File: src/hdl/hsv_pkg.sv
// ----------------------------------------------------------------------------
// HSV to RGB package
// Shared constants, types and helper functions of the HSV to RGB converter.
// ----------------------------------------------------------------------------
package hsv_pkg;

  localparam logic [7:0]  FULL8      = 8'd255;
  localparam logic [15:0] FULL16     = 16'd65025;
  // Reciprocal of 65025 scaled by 2^32, rounded down.
  localparam logic [16:0] RECIP16    = 17'd66051;
  localparam int          RECIP_SHIFT = 32;

  localparam logic [10:0] H6_SEC1 = 11'd255;
  localparam logic [10:0] H6_SEC2 = 11'd510;
  localparam logic [10:0] H6_SEC3 = 11'd765;
  localparam logic [10:0] H6_SEC4 = 11'd1020;
  localparam logic [10:0] H6_SEC5 = 11'd1275;
  localparam logic [10:0] H6_WRAP = 11'd1530;

  typedef enum logic [2:0] {
    SEC_R_TO_Y,
    SEC_Y_TO_G,
    SEC_G_TO_C,
    SEC_C_TO_B,
    SEC_B_TO_M,
    SEC_M_TO_R
  } sector_t;

  typedef struct packed {
    logic       mode;
    logic [7:0] hue;
    logic [7:0] sat;
    logic [7:0] val;
    sector_t    sector;
  } pix_t;

  // Exact floor(x / 255) for x up to 65025.
  function automatic logic [7:0] div255(input logic [15:0] x);
    logic [16:0] acc;
    acc = 17'(x) + 17'(x[15:8]) + 17'd1;
    return acc[15:8];
  endfunction

endpackage

File: src/hdl/hsv_stream_if.sv
// ----------------------------------------------------------------------------
// HSV pixel stream interface
// Valid/ready channel carrying one hue, saturation, brightness pixel.
// ----------------------------------------------------------------------------
interface hsv_stream_if;
  logic       valid;
  logic       ready;
  logic [7:0] hue;
  logic [7:0] saturation;
  logic [7:0] brightness;

  modport source (output valid, output hue, output saturation, output brightness,
                  input ready);
  modport sink (input valid, input hue, input saturation, input brightness,
                output ready);
endinterface

File: src/hdl/rgb_stream_if.sv
// ----------------------------------------------------------------------------
// RGB pixel stream interface
// Valid/ready channel carrying one red, green, blue pixel.
// ----------------------------------------------------------------------------
interface rgb_stream_if;
  logic       valid;
  logic       ready;
  logic [7:0] red;
  logic [7:0] green;
  logic [7:0] blue;

  modport source (output valid, output red, output green, output blue, input ready);
  modport sink (input valid, input red, input green, input blue, output ready);
endinterface

File: src/hdl/cfg_write_if.sv
// ----------------------------------------------------------------------------
// Configuration write interface
// Valid/ready channel carrying the write data of the mode register.
// ----------------------------------------------------------------------------
interface cfg_write_if;
  logic valid;
  logic ready;
  logic data;

  modport source (output valid, output data, input ready);
  modport sink (input valid, input data, output ready);
endinterface

File: src/hdl/hsv_to_rgb_converter.sv
// ----------------------------------------------------------------------------
// HSV to RGB converter
// Seven-stage pipeline that turns 8-bit HSV pixels into 8-bit RGB pixels.
// ----------------------------------------------------------------------------
// The block takes pixels on in_ch and delivers converted pixels on out_ch,
// both valid/ready channels; a transaction happens on a clock edge with valid
// and ready high. cfg_ch writes the mode bit: 1 converts HSV to RGB, 0 passes
// the pixel through unchanged. Write it only while the pipeline is empty.
// The pipeline has seven register stages, the last one being the output
// register. One pixel is accepted per cycle unless out_ch stalls; the rate
// is set by the stages, each holding no more than three multiplications of
// 8x8, 8x16 or 24x17 bits.
// Synchronous reset clears every valid bit and sets the mode to pass-through.
// When the receiver holds ready low while a result waits, the whole pipeline
// freezes and in_ch.ready drops; no pixel is lost or repeated.
// ----------------------------------------------------------------------------
module hsv_to_rgb_converter
  import hsv_pkg::*;
(
  input  logic         clk,
  input  logic         rst_n,
  hsv_stream_if.sink   in_ch,
  rgb_stream_if.source out_ch,
  cfg_write_if.sink    cfg_ch
);

  logic       hsb_mode_r;
  logic [6:0] vld_r;
  logic       en;

  pix_t        st1_r, st2_r, st3_r, st4_r, st5_r, st6_r;
  pix_t        st1_nxt;
  logic [7:0]  rem1_r, rem1_nxt;
  logic [15:0] prod_a2_r, prod_b2_r, prod_c2_r;
  logic [15:0] nq3_r, nt3_r;
  logic [7:0]  p3_r, p4_r, p5_r, p6_r;
  logic [23:0] mq4_r, mt4_r, mq5_r, mt5_r;
  logic [40:0] rq_prod, rt_prod;
  logic [7:0]  qe5_r, te5_r;
  logic [23:0] resq, rest;
  logic [7:0]  q6_r, t6_r, q6_nxt, t6_nxt;
  logic [7:0]  red_r, green_r, blue_r, red_nxt, green_nxt, blue_nxt;
  logic [10:0] h6;

  assign en           = ~vld_r[6] | out_ch.ready;
  assign in_ch.ready  = en;
  assign cfg_ch.ready = 1'b1;

  always_ff @(posedge clk) begin
    if (!rst_n) begin
      hsb_mode_r <= 1'b0;
      vld_r      <= '0;
    end else begin
      if (cfg_ch.valid) begin
        hsb_mode_r <= cfg_ch.data;
      end
      if (en) begin
        vld_r <= {vld_r[5:0], in_ch.valid};
      end
    end
  end

  always_comb begin
    h6 = {1'b0, in_ch.hue, 2'b00} + {2'b00, in_ch.hue, 1'b0};
    st1_nxt.mode = hsb_mode_r;
    st1_nxt.hue  = in_ch.hue;
    st1_nxt.sat  = in_ch.saturation;
    st1_nxt.val  = in_ch.brightness;
    if (h6 >= H6_WRAP) begin
      st1_nxt.sector = SEC_R_TO_Y;
      rem1_nxt       = 8'd0;
    end else if (h6 >= H6_SEC5) begin
      st1_nxt.sector = SEC_M_TO_R;
      rem1_nxt       = 8'(h6 - H6_SEC5);
    end else if (h6 >= H6_SEC4) begin
      st1_nxt.sector = SEC_B_TO_M;
      rem1_nxt       = 8'(h6 - H6_SEC4);
    end else if (h6 >= H6_SEC3) begin
      st1_nxt.sector = SEC_C_TO_B;
      rem1_nxt       = 8'(h6 - H6_SEC3);
    end else if (h6 >= H6_SEC2) begin
      st1_nxt.sector = SEC_G_TO_C;
      rem1_nxt       = 8'(h6 - H6_SEC2);
    end else if (h6 >= H6_SEC1) begin
      st1_nxt.sector = SEC_Y_TO_G;
      rem1_nxt       = 8'(h6 - H6_SEC1);
    end else begin
      st1_nxt.sector = SEC_R_TO_Y;
      rem1_nxt       = h6[7:0];
    end
  end

  assign rq_prod = 41'(mq4_r) * 41'(RECIP16);
  assign rt_prod = 41'(mt4_r) * 41'(RECIP16);
  assign resq    = mq5_r - 24'(qe5_r) * 24'(FULL16);
  assign rest    = mt5_r - 24'(te5_r) * 24'(FULL16);
  assign q6_nxt  = qe5_r + 8'(resq >= 24'(FULL16));
  assign t6_nxt  = te5_r + 8'(rest >= 24'(FULL16));

  always_comb begin
    if (!st6_r.mode) begin
      red_nxt   = st6_r.hue;
      green_nxt = st6_r.sat;
      blue_nxt  = st6_r.val;
    end else if (st6_r.sat == 8'd0) begin
      red_nxt   = st6_r.val;
      green_nxt = st6_r.val;
      blue_nxt  = st6_r.val;
    end else begin
      case (st6_r.sector)
        SEC_R_TO_Y: begin
          red_nxt = st6_r.val; green_nxt = t6_r;      blue_nxt = p6_r;
        end
        SEC_Y_TO_G: begin
          red_nxt = q6_r;      green_nxt = st6_r.val; blue_nxt = p6_r;
        end
        SEC_G_TO_C: begin
          red_nxt = p6_r;      green_nxt = st6_r.val; blue_nxt = t6_r;
        end
        SEC_C_TO_B: begin
          red_nxt = p6_r;      green_nxt = q6_r;      blue_nxt = st6_r.val;
        end
        SEC_B_TO_M: begin
          red_nxt = t6_r;      green_nxt = p6_r;      blue_nxt = st6_r.val;
        end
        default: begin
          red_nxt = st6_r.val; green_nxt = p6_r;      blue_nxt = q6_r;
        end
      endcase
    end
  end

  always_ff @(posedge clk) begin
    if (en) begin
      st1_r     <= st1_nxt;
      rem1_r    <= rem1_nxt;

      st2_r     <= st1_r;
      prod_a2_r <= st1_r.sat * rem1_r;
      prod_b2_r <= st1_r.sat * (FULL8 - rem1_r);
      prod_c2_r <= st1_r.val * (FULL8 - st1_r.sat);

      st3_r     <= st2_r;
      nq3_r     <= FULL16 - prod_a2_r;
      nt3_r     <= FULL16 - prod_b2_r;
      p3_r      <= div255(prod_c2_r);

      st4_r     <= st3_r;
      p4_r      <= p3_r;
      mq4_r     <= 24'(st3_r.val) * 24'(nq3_r);
      mt4_r     <= 24'(st3_r.val) * 24'(nt3_r);

      st5_r     <= st4_r;
      p5_r      <= p4_r;
      mq5_r     <= mq4_r;
      mt5_r     <= mt4_r;
      qe5_r     <= rq_prod[RECIP_SHIFT+7:RECIP_SHIFT];
      te5_r     <= rt_prod[RECIP_SHIFT+7:RECIP_SHIFT];

      st6_r     <= st5_r;
      p6_r      <= p5_r;
      q6_r      <= q6_nxt;
      t6_r      <= t6_nxt;

      red_r     <= red_nxt;
      green_r   <= green_nxt;
      blue_r    <= blue_nxt;
    end
  end

  assign out_ch.valid = vld_r[6];
  assign out_ch.red   = red_r;
  assign out_ch.green = green_r;
  assign out_ch.blue  = blue_r;

  // A waiting result that is not taken must hold off new transactions.
  a_stall_blocks_input: assert property (@(posedge clk) disable iff (!rst_n)
    (vld_r[6] && !out_ch.ready) |-> !in_ch.ready)
    else $error("input accepted while output stalled");

  // A pixel in the last compute stage reaches the output register next cycle.
  a_stage6_to_out: assert property (@(posedge clk) disable iff (!rst_n)
    (vld_r[5] && en) |=> out_ch.valid)
    else $error("pixel dropped between stage six and output");

  // Before the reciprocal correction the remainder is below twice the divisor.
  a_q_corrected: assert property (@(posedge clk) disable iff (!rst_n)
    (vld_r[4] && st5_r.mode) |-> (resq < 24'(2) * 24'(FULL16)))
    else $error("reciprocal estimate of q off by more than one");

  // Zero saturation in conversion mode yields a grey pixel.
  a_grey: assert property (@(posedge clk) disable iff (!rst_n)
    (vld_r[5] && en && st6_r.mode && st6_r.sat == 8'd0)
      |=> (out_ch.red == out_ch.green && out_ch.green == out_ch.blue))
    else $error("zero saturation did not produce grey");

endmodule

File: src/flat_wrapper.sv
// flat-port wrapper written by rule: the top's interface ports become plain ports
module hsv_to_rgb_converter_flat import hsv_pkg::*;
  (clk, rst_n, in_ch_valid, in_ch_hue, in_ch_saturation, in_ch_brightness, in_ch_ready, out_ch_valid, out_ch_red, out_ch_green, out_ch_blue, out_ch_ready, cfg_ch_valid, cfg_ch_data, cfg_ch_ready);
  hsv_stream_if in_ch_i ();
  rgb_stream_if out_ch_i ();
  cfg_write_if cfg_ch_i ();
  input  logic clk;
  input  logic rst_n;
  input wire logic [$bits(in_ch_i.valid)-1:0] in_ch_valid;
  input wire logic [$bits(in_ch_i.hue)-1:0] in_ch_hue;
  input wire logic [$bits(in_ch_i.saturation)-1:0] in_ch_saturation;
  input wire logic [$bits(in_ch_i.brightness)-1:0] in_ch_brightness;
  output wire logic [$bits(in_ch_i.ready)-1:0] in_ch_ready;
  output wire logic [$bits(out_ch_i.valid)-1:0] out_ch_valid;
  output wire logic [$bits(out_ch_i.red)-1:0] out_ch_red;
  output wire logic [$bits(out_ch_i.green)-1:0] out_ch_green;
  output wire logic [$bits(out_ch_i.blue)-1:0] out_ch_blue;
  input wire logic [$bits(out_ch_i.ready)-1:0] out_ch_ready;
  input wire logic [$bits(cfg_ch_i.valid)-1:0] cfg_ch_valid;
  input wire logic [$bits(cfg_ch_i.data)-1:0] cfg_ch_data;
  output wire logic [$bits(cfg_ch_i.ready)-1:0] cfg_ch_ready;
  assign in_ch_i.valid = in_ch_valid;
  assign in_ch_i.hue = in_ch_hue;
  assign in_ch_i.saturation = in_ch_saturation;
  assign in_ch_i.brightness = in_ch_brightness;
  assign in_ch_ready = in_ch_i.ready;
  assign out_ch_valid = out_ch_i.valid;
  assign out_ch_red = out_ch_i.red;
  assign out_ch_green = out_ch_i.green;
  assign out_ch_blue = out_ch_i.blue;
  assign out_ch_i.ready = out_ch_ready;
  assign cfg_ch_i.valid = cfg_ch_valid;
  assign cfg_ch_i.data = cfg_ch_data;
  assign cfg_ch_ready = cfg_ch_i.ready;
  hsv_to_rgb_converter u_core (.clk(clk), .rst_n(rst_n), .in_ch(in_ch_i), .out_ch(out_ch_i), .cfg_ch(cfg_ch_i));
endmodule
File: config.mk
export PLATFORM = sky130hd
export DESIGN_NAME = hsv_to_rgb_converter_flat
export DESIGN_NICKNAME = d
export VERILOG_FILES = /design/src/hdl/hsv_pkg.sv /design/src/hdl/hsv_stream_if.sv /design/src/hdl/rgb_stream_if.sv /design/src/hdl/cfg_write_if.sv /design/src/hdl/hsv_to_rgb_converter.sv /design/src/flat_wrapper.sv
export SDC_FILE = /design/constraint.sdc
export NUM_CORES = 2
export LEC_CHECK = 0
export BUFFER_PORTS_ARGS = -buffer_cell sky130_fd_sc_hd__buf_2
export CAP_MARGIN = 20
export CELL_PAD_IN_SITES_DETAIL_PLACEMENT = 0
export CELL_PAD_IN_SITES_GLOBAL_PLACEMENT = 2
export CORE_MARGIN = 2
export CORE_UTILIZATION = 40
export DETAILED_ROUTE_END_ITERATION = 7
export PLACE_DENSITY_LB_ADDON = 0.15
export SYNTH_ARGS = -nofsm -noshare
export SYNTH_HDL_FRONTEND = slang
export SYNTH_SLANG_ARGS = --single-unit
File: constraint.sdc
create_clock -name clk -period 10.5 [get_ports clk]
set_input_delay 1.05 -clock clk [delete_from_list [all_inputs] [get_ports clk]]
set_output_delay 1.05 -clock clk [all_outputs]
set_load 0.005 [all_outputs]
==> results.ini <==
[grt]
track_usage_pct = 16.9
grt-ovfl-total = 0
antenna_found_initial = 1
grt_max_degree = 152
grt_pass1_vias = 26500
grt_pass1_wl_um = 144000

[synthesis]
postSynthAreaPerCell_um2 = 11.0
ys_seq_area_share_pct = 32.3
ys.flop_type = edfxtp_1
ys_ff_latch = 447
syn_area_um2 = 41300
ys_types = 73
syn-num-nets = 4824
async_flop_share_pct = 0
yosys_warnings = 0
synth_edf_count = 439
synth_cells = 3766

[worst_setup_path]
slowest_delay_ns = 0.72
crit_type = flop to flop
cp.required_ns = 10.85
cp-start-kind = flop
crit_slowest_cell = a2111oi_0
r2r_end = u_core.t6_r[6]
path_common_cell = ha_1
critPathMaxFanout = 8
worstPathCellList = inv_1, fa_1, inv_1, fa_1, ha_1, fa_1, inv_1, ha_1, a21o_1, a21o_1, a31oi_1, a21oi_1, and4_1, a2111oi_0, mux2i_1, and3_1, nand3_1, ha_1, ha_1, nand4_1, xnor2_1
worstRegToRegCells = 21
timing.critical_path.buf_inv = 3
end_kind = flop
rrSetupSlack_ns = 4.52
crit_arrival_ns = 6.33
crit_family = adder cells
r2r_start = u_core.te5_r[1]

[floorplanning]
rows = 117
die_h_um = 325
ios = 57
die-area_um2 = 106000
start_util_pct = 40.5
die_w_um = 325
core-area_um2 = 102000

[layout]
area_delta_synth_final_pct = 8.88
final_common_cell = inv_1
final_cell_mix = 671 x inv_1, 645 x ha_1, 439 x edfxtp_1
nets = 4888
drive_gt1_share_pct = 4.85
multi_input_area_um2 = 25200
seqCellArea_um2 = 13300
fillers = 9849
n_antenna_cell = 0

[placed_design]
hpwl_um = 66800
port_buffers = 55
routabilityCongestion = 0.778

[job]
cap_violations = 0

[sta]
finalCriticalPeriod_ns = 5.98
rsz0062_at_grt = no
fmax_mhz = 167
period_share_pct = 56.9
slew_headroom_pct = 28.1
fin_tns_setup_ns = 0
hold_viol_final = 0
setup_viol = 0
worst_slew_pin_slew_ns = 1.08
slew_violations = 0
fin_worst_skew_ns = 0.0419

[clock_network]
h-tree-depth = 2
cts_hold_buffers = 0
clk_pin_slew_ns = 0.06
ctsResizeCount = 0
cts.sinks = 447
cts_buffers = 54
clkLatencyLatePin_ns = 0.64
cts_tree = done
clock-root-buffer = clkbuf_16
postCtsSetupRepairBufs = 0
cts_max_path_buffers = 3

[worst_hold_path]
hp-class = flop to flop
hold-path-cell-count = 0
hold_path_end = u_core.st5_r[0]
worstHoldStart = u_core.st4_r[0]

[status]
status = complete, no violations

[routing]
firstDrtPassIters = 7
drtAntennaViolNets = 0
drcViolationCount = 0
routed_wl_um = 86900
vias = 25600
post_drt_wl_per_cell_um = 16.6
via_per_inst = 4.88
drt_iter0_drc = 1145

-- flip-flops by register name (all words and copies together) (netlist names), 24 cells and up --
register and count:
u_core.mt4_r 24, u_core.st3_r 28, u_core.mq4_r 24, u_core.st2_r 28, u_core.st6_r 28, u_core.mq5_r 24
u_core.st5_r 28, u_core.st1_r 28, u_core.st4_r 28, u_core.mt5_r 24
-- Yosys cell counts, types with 8 or more instances --
cell,instances,share of area (%)
a211oi_1,25,0.45
a21boi_0,18,0.33
a21o_1,40,0.73
a21oi_1,92,1.1
a22oi_1,12,0.22
a31oi_1,11,0.17
and2_1,163,2.5
and3_1,18,0.27
clkbuf_1,64,0.58
dfxtp_1,8,0.39
edfxtp_1,439,32
fa_1,383,19
ha_1,645,20
inv_1,672,6.1
mux2_2,10,0.27
mux2i_1,32,0.77
nand2_1,268,2.4
nand2b_1,60,0.91
nand3_1,34,0.41
nand4_1,13,0.20
nor2_1,126,1.1
nor2b_1,120,1.8
nor3_1,38,0.46
nor4_1,10,0.15
o211ai_1,19,0.35
o21a_1,19,0.35
o21ai_0,97,1.2
o21bai_1,13,0.24
o41ai_1,8,0.17
or3_1,16,0.24
xnor2_1,109,2.3
xor2_1,51,1.1
-- cell type report --
cell class                 count  area share, %
sequential                   447           29.6
inverter                     672           5.61
clock buffer                  60           3.05
tap                         1368           3.80
multi-input combinational   2576           56.0
clock inverter                41          0.856
timing repair buffer          79           1.04
-- metrics by stage --
stage / instance area, um2 / util, % / instances / setup WS (ns) / hold slack (ns)
2_1_floorplan: 41300 / - / 3766 / 1.92 / 0.400
3_3_place_gp: 43300 / 42.3 / 5142 / 4.59 / 0.401
3_5_place_dp: 43300 / 42.3 / 5142 / 4.49 / 0.405
4_1_cts: 45000 / 44.1 / 5243 / 4.50 / 0.414
5_1_grt: 45000 / 44.1 / 5243 / 4.13 / 0.417
6_report: 45000 / 44.1 / 5243 / 4.52 / 0.410
-- cells by family after synthesis --
family | share of synthesized area (%)
muxes | 1.08
adders and majority gates | 38.1
and+or+nand+nor | 11.2
DFF | 32.3
AOI/OAI and AO/OA | 7.24
buffers and inverters | 6.76
xor gates and xnor gates | 3.39
other | 0.00907
-- how the worst max path moves through the flow --
| stage | startpoint | slack (ns) | endpoint | cells after the start |
|---|---|---|---|---|
| 2_1_floorplan | out_ch_ready | 1.92 | u_core.mq4_r[0] | 3 |
| 3_3_place_gp | u_core.te5_r[0] | 4.59 | u_core.t6_r[6] | 21 |
| 3_5_place_dp | u_core.te5_r[1] | 4.49 | u_core.t6_r[6] | 21 |
| 4_1_cts | u_core.te5_r[1] | 4.50 | u_core.t6_r[6] | 21 |
| 5_1_grt | u_core.te5_r[0] | 4.13 | u_core.t6_r[4] | 21 |
| 6_report | u_core.te5_r[1] | 4.52 | u_core.t6_r[6] | 21 |
-- routing by layer --
layer | routed length [um] | vias to the layer above | part of all wire (%) | track usage (%)
met5 | 0 | - | 0 | 0
met4 | 1510 | 0 | 1.7 | 3.45
met3 | 2220 | 82 | 2.6 | 1.77
met2 | 40100 | 268 | 46 | 27.5
met1 | 43000 | 12500 | 50 | 24.4
li1 | - | 12800 | - | -
Power is not shown: default switching activity piles up to over one toggle a cycle in this logic, so the estimate is an artifact.
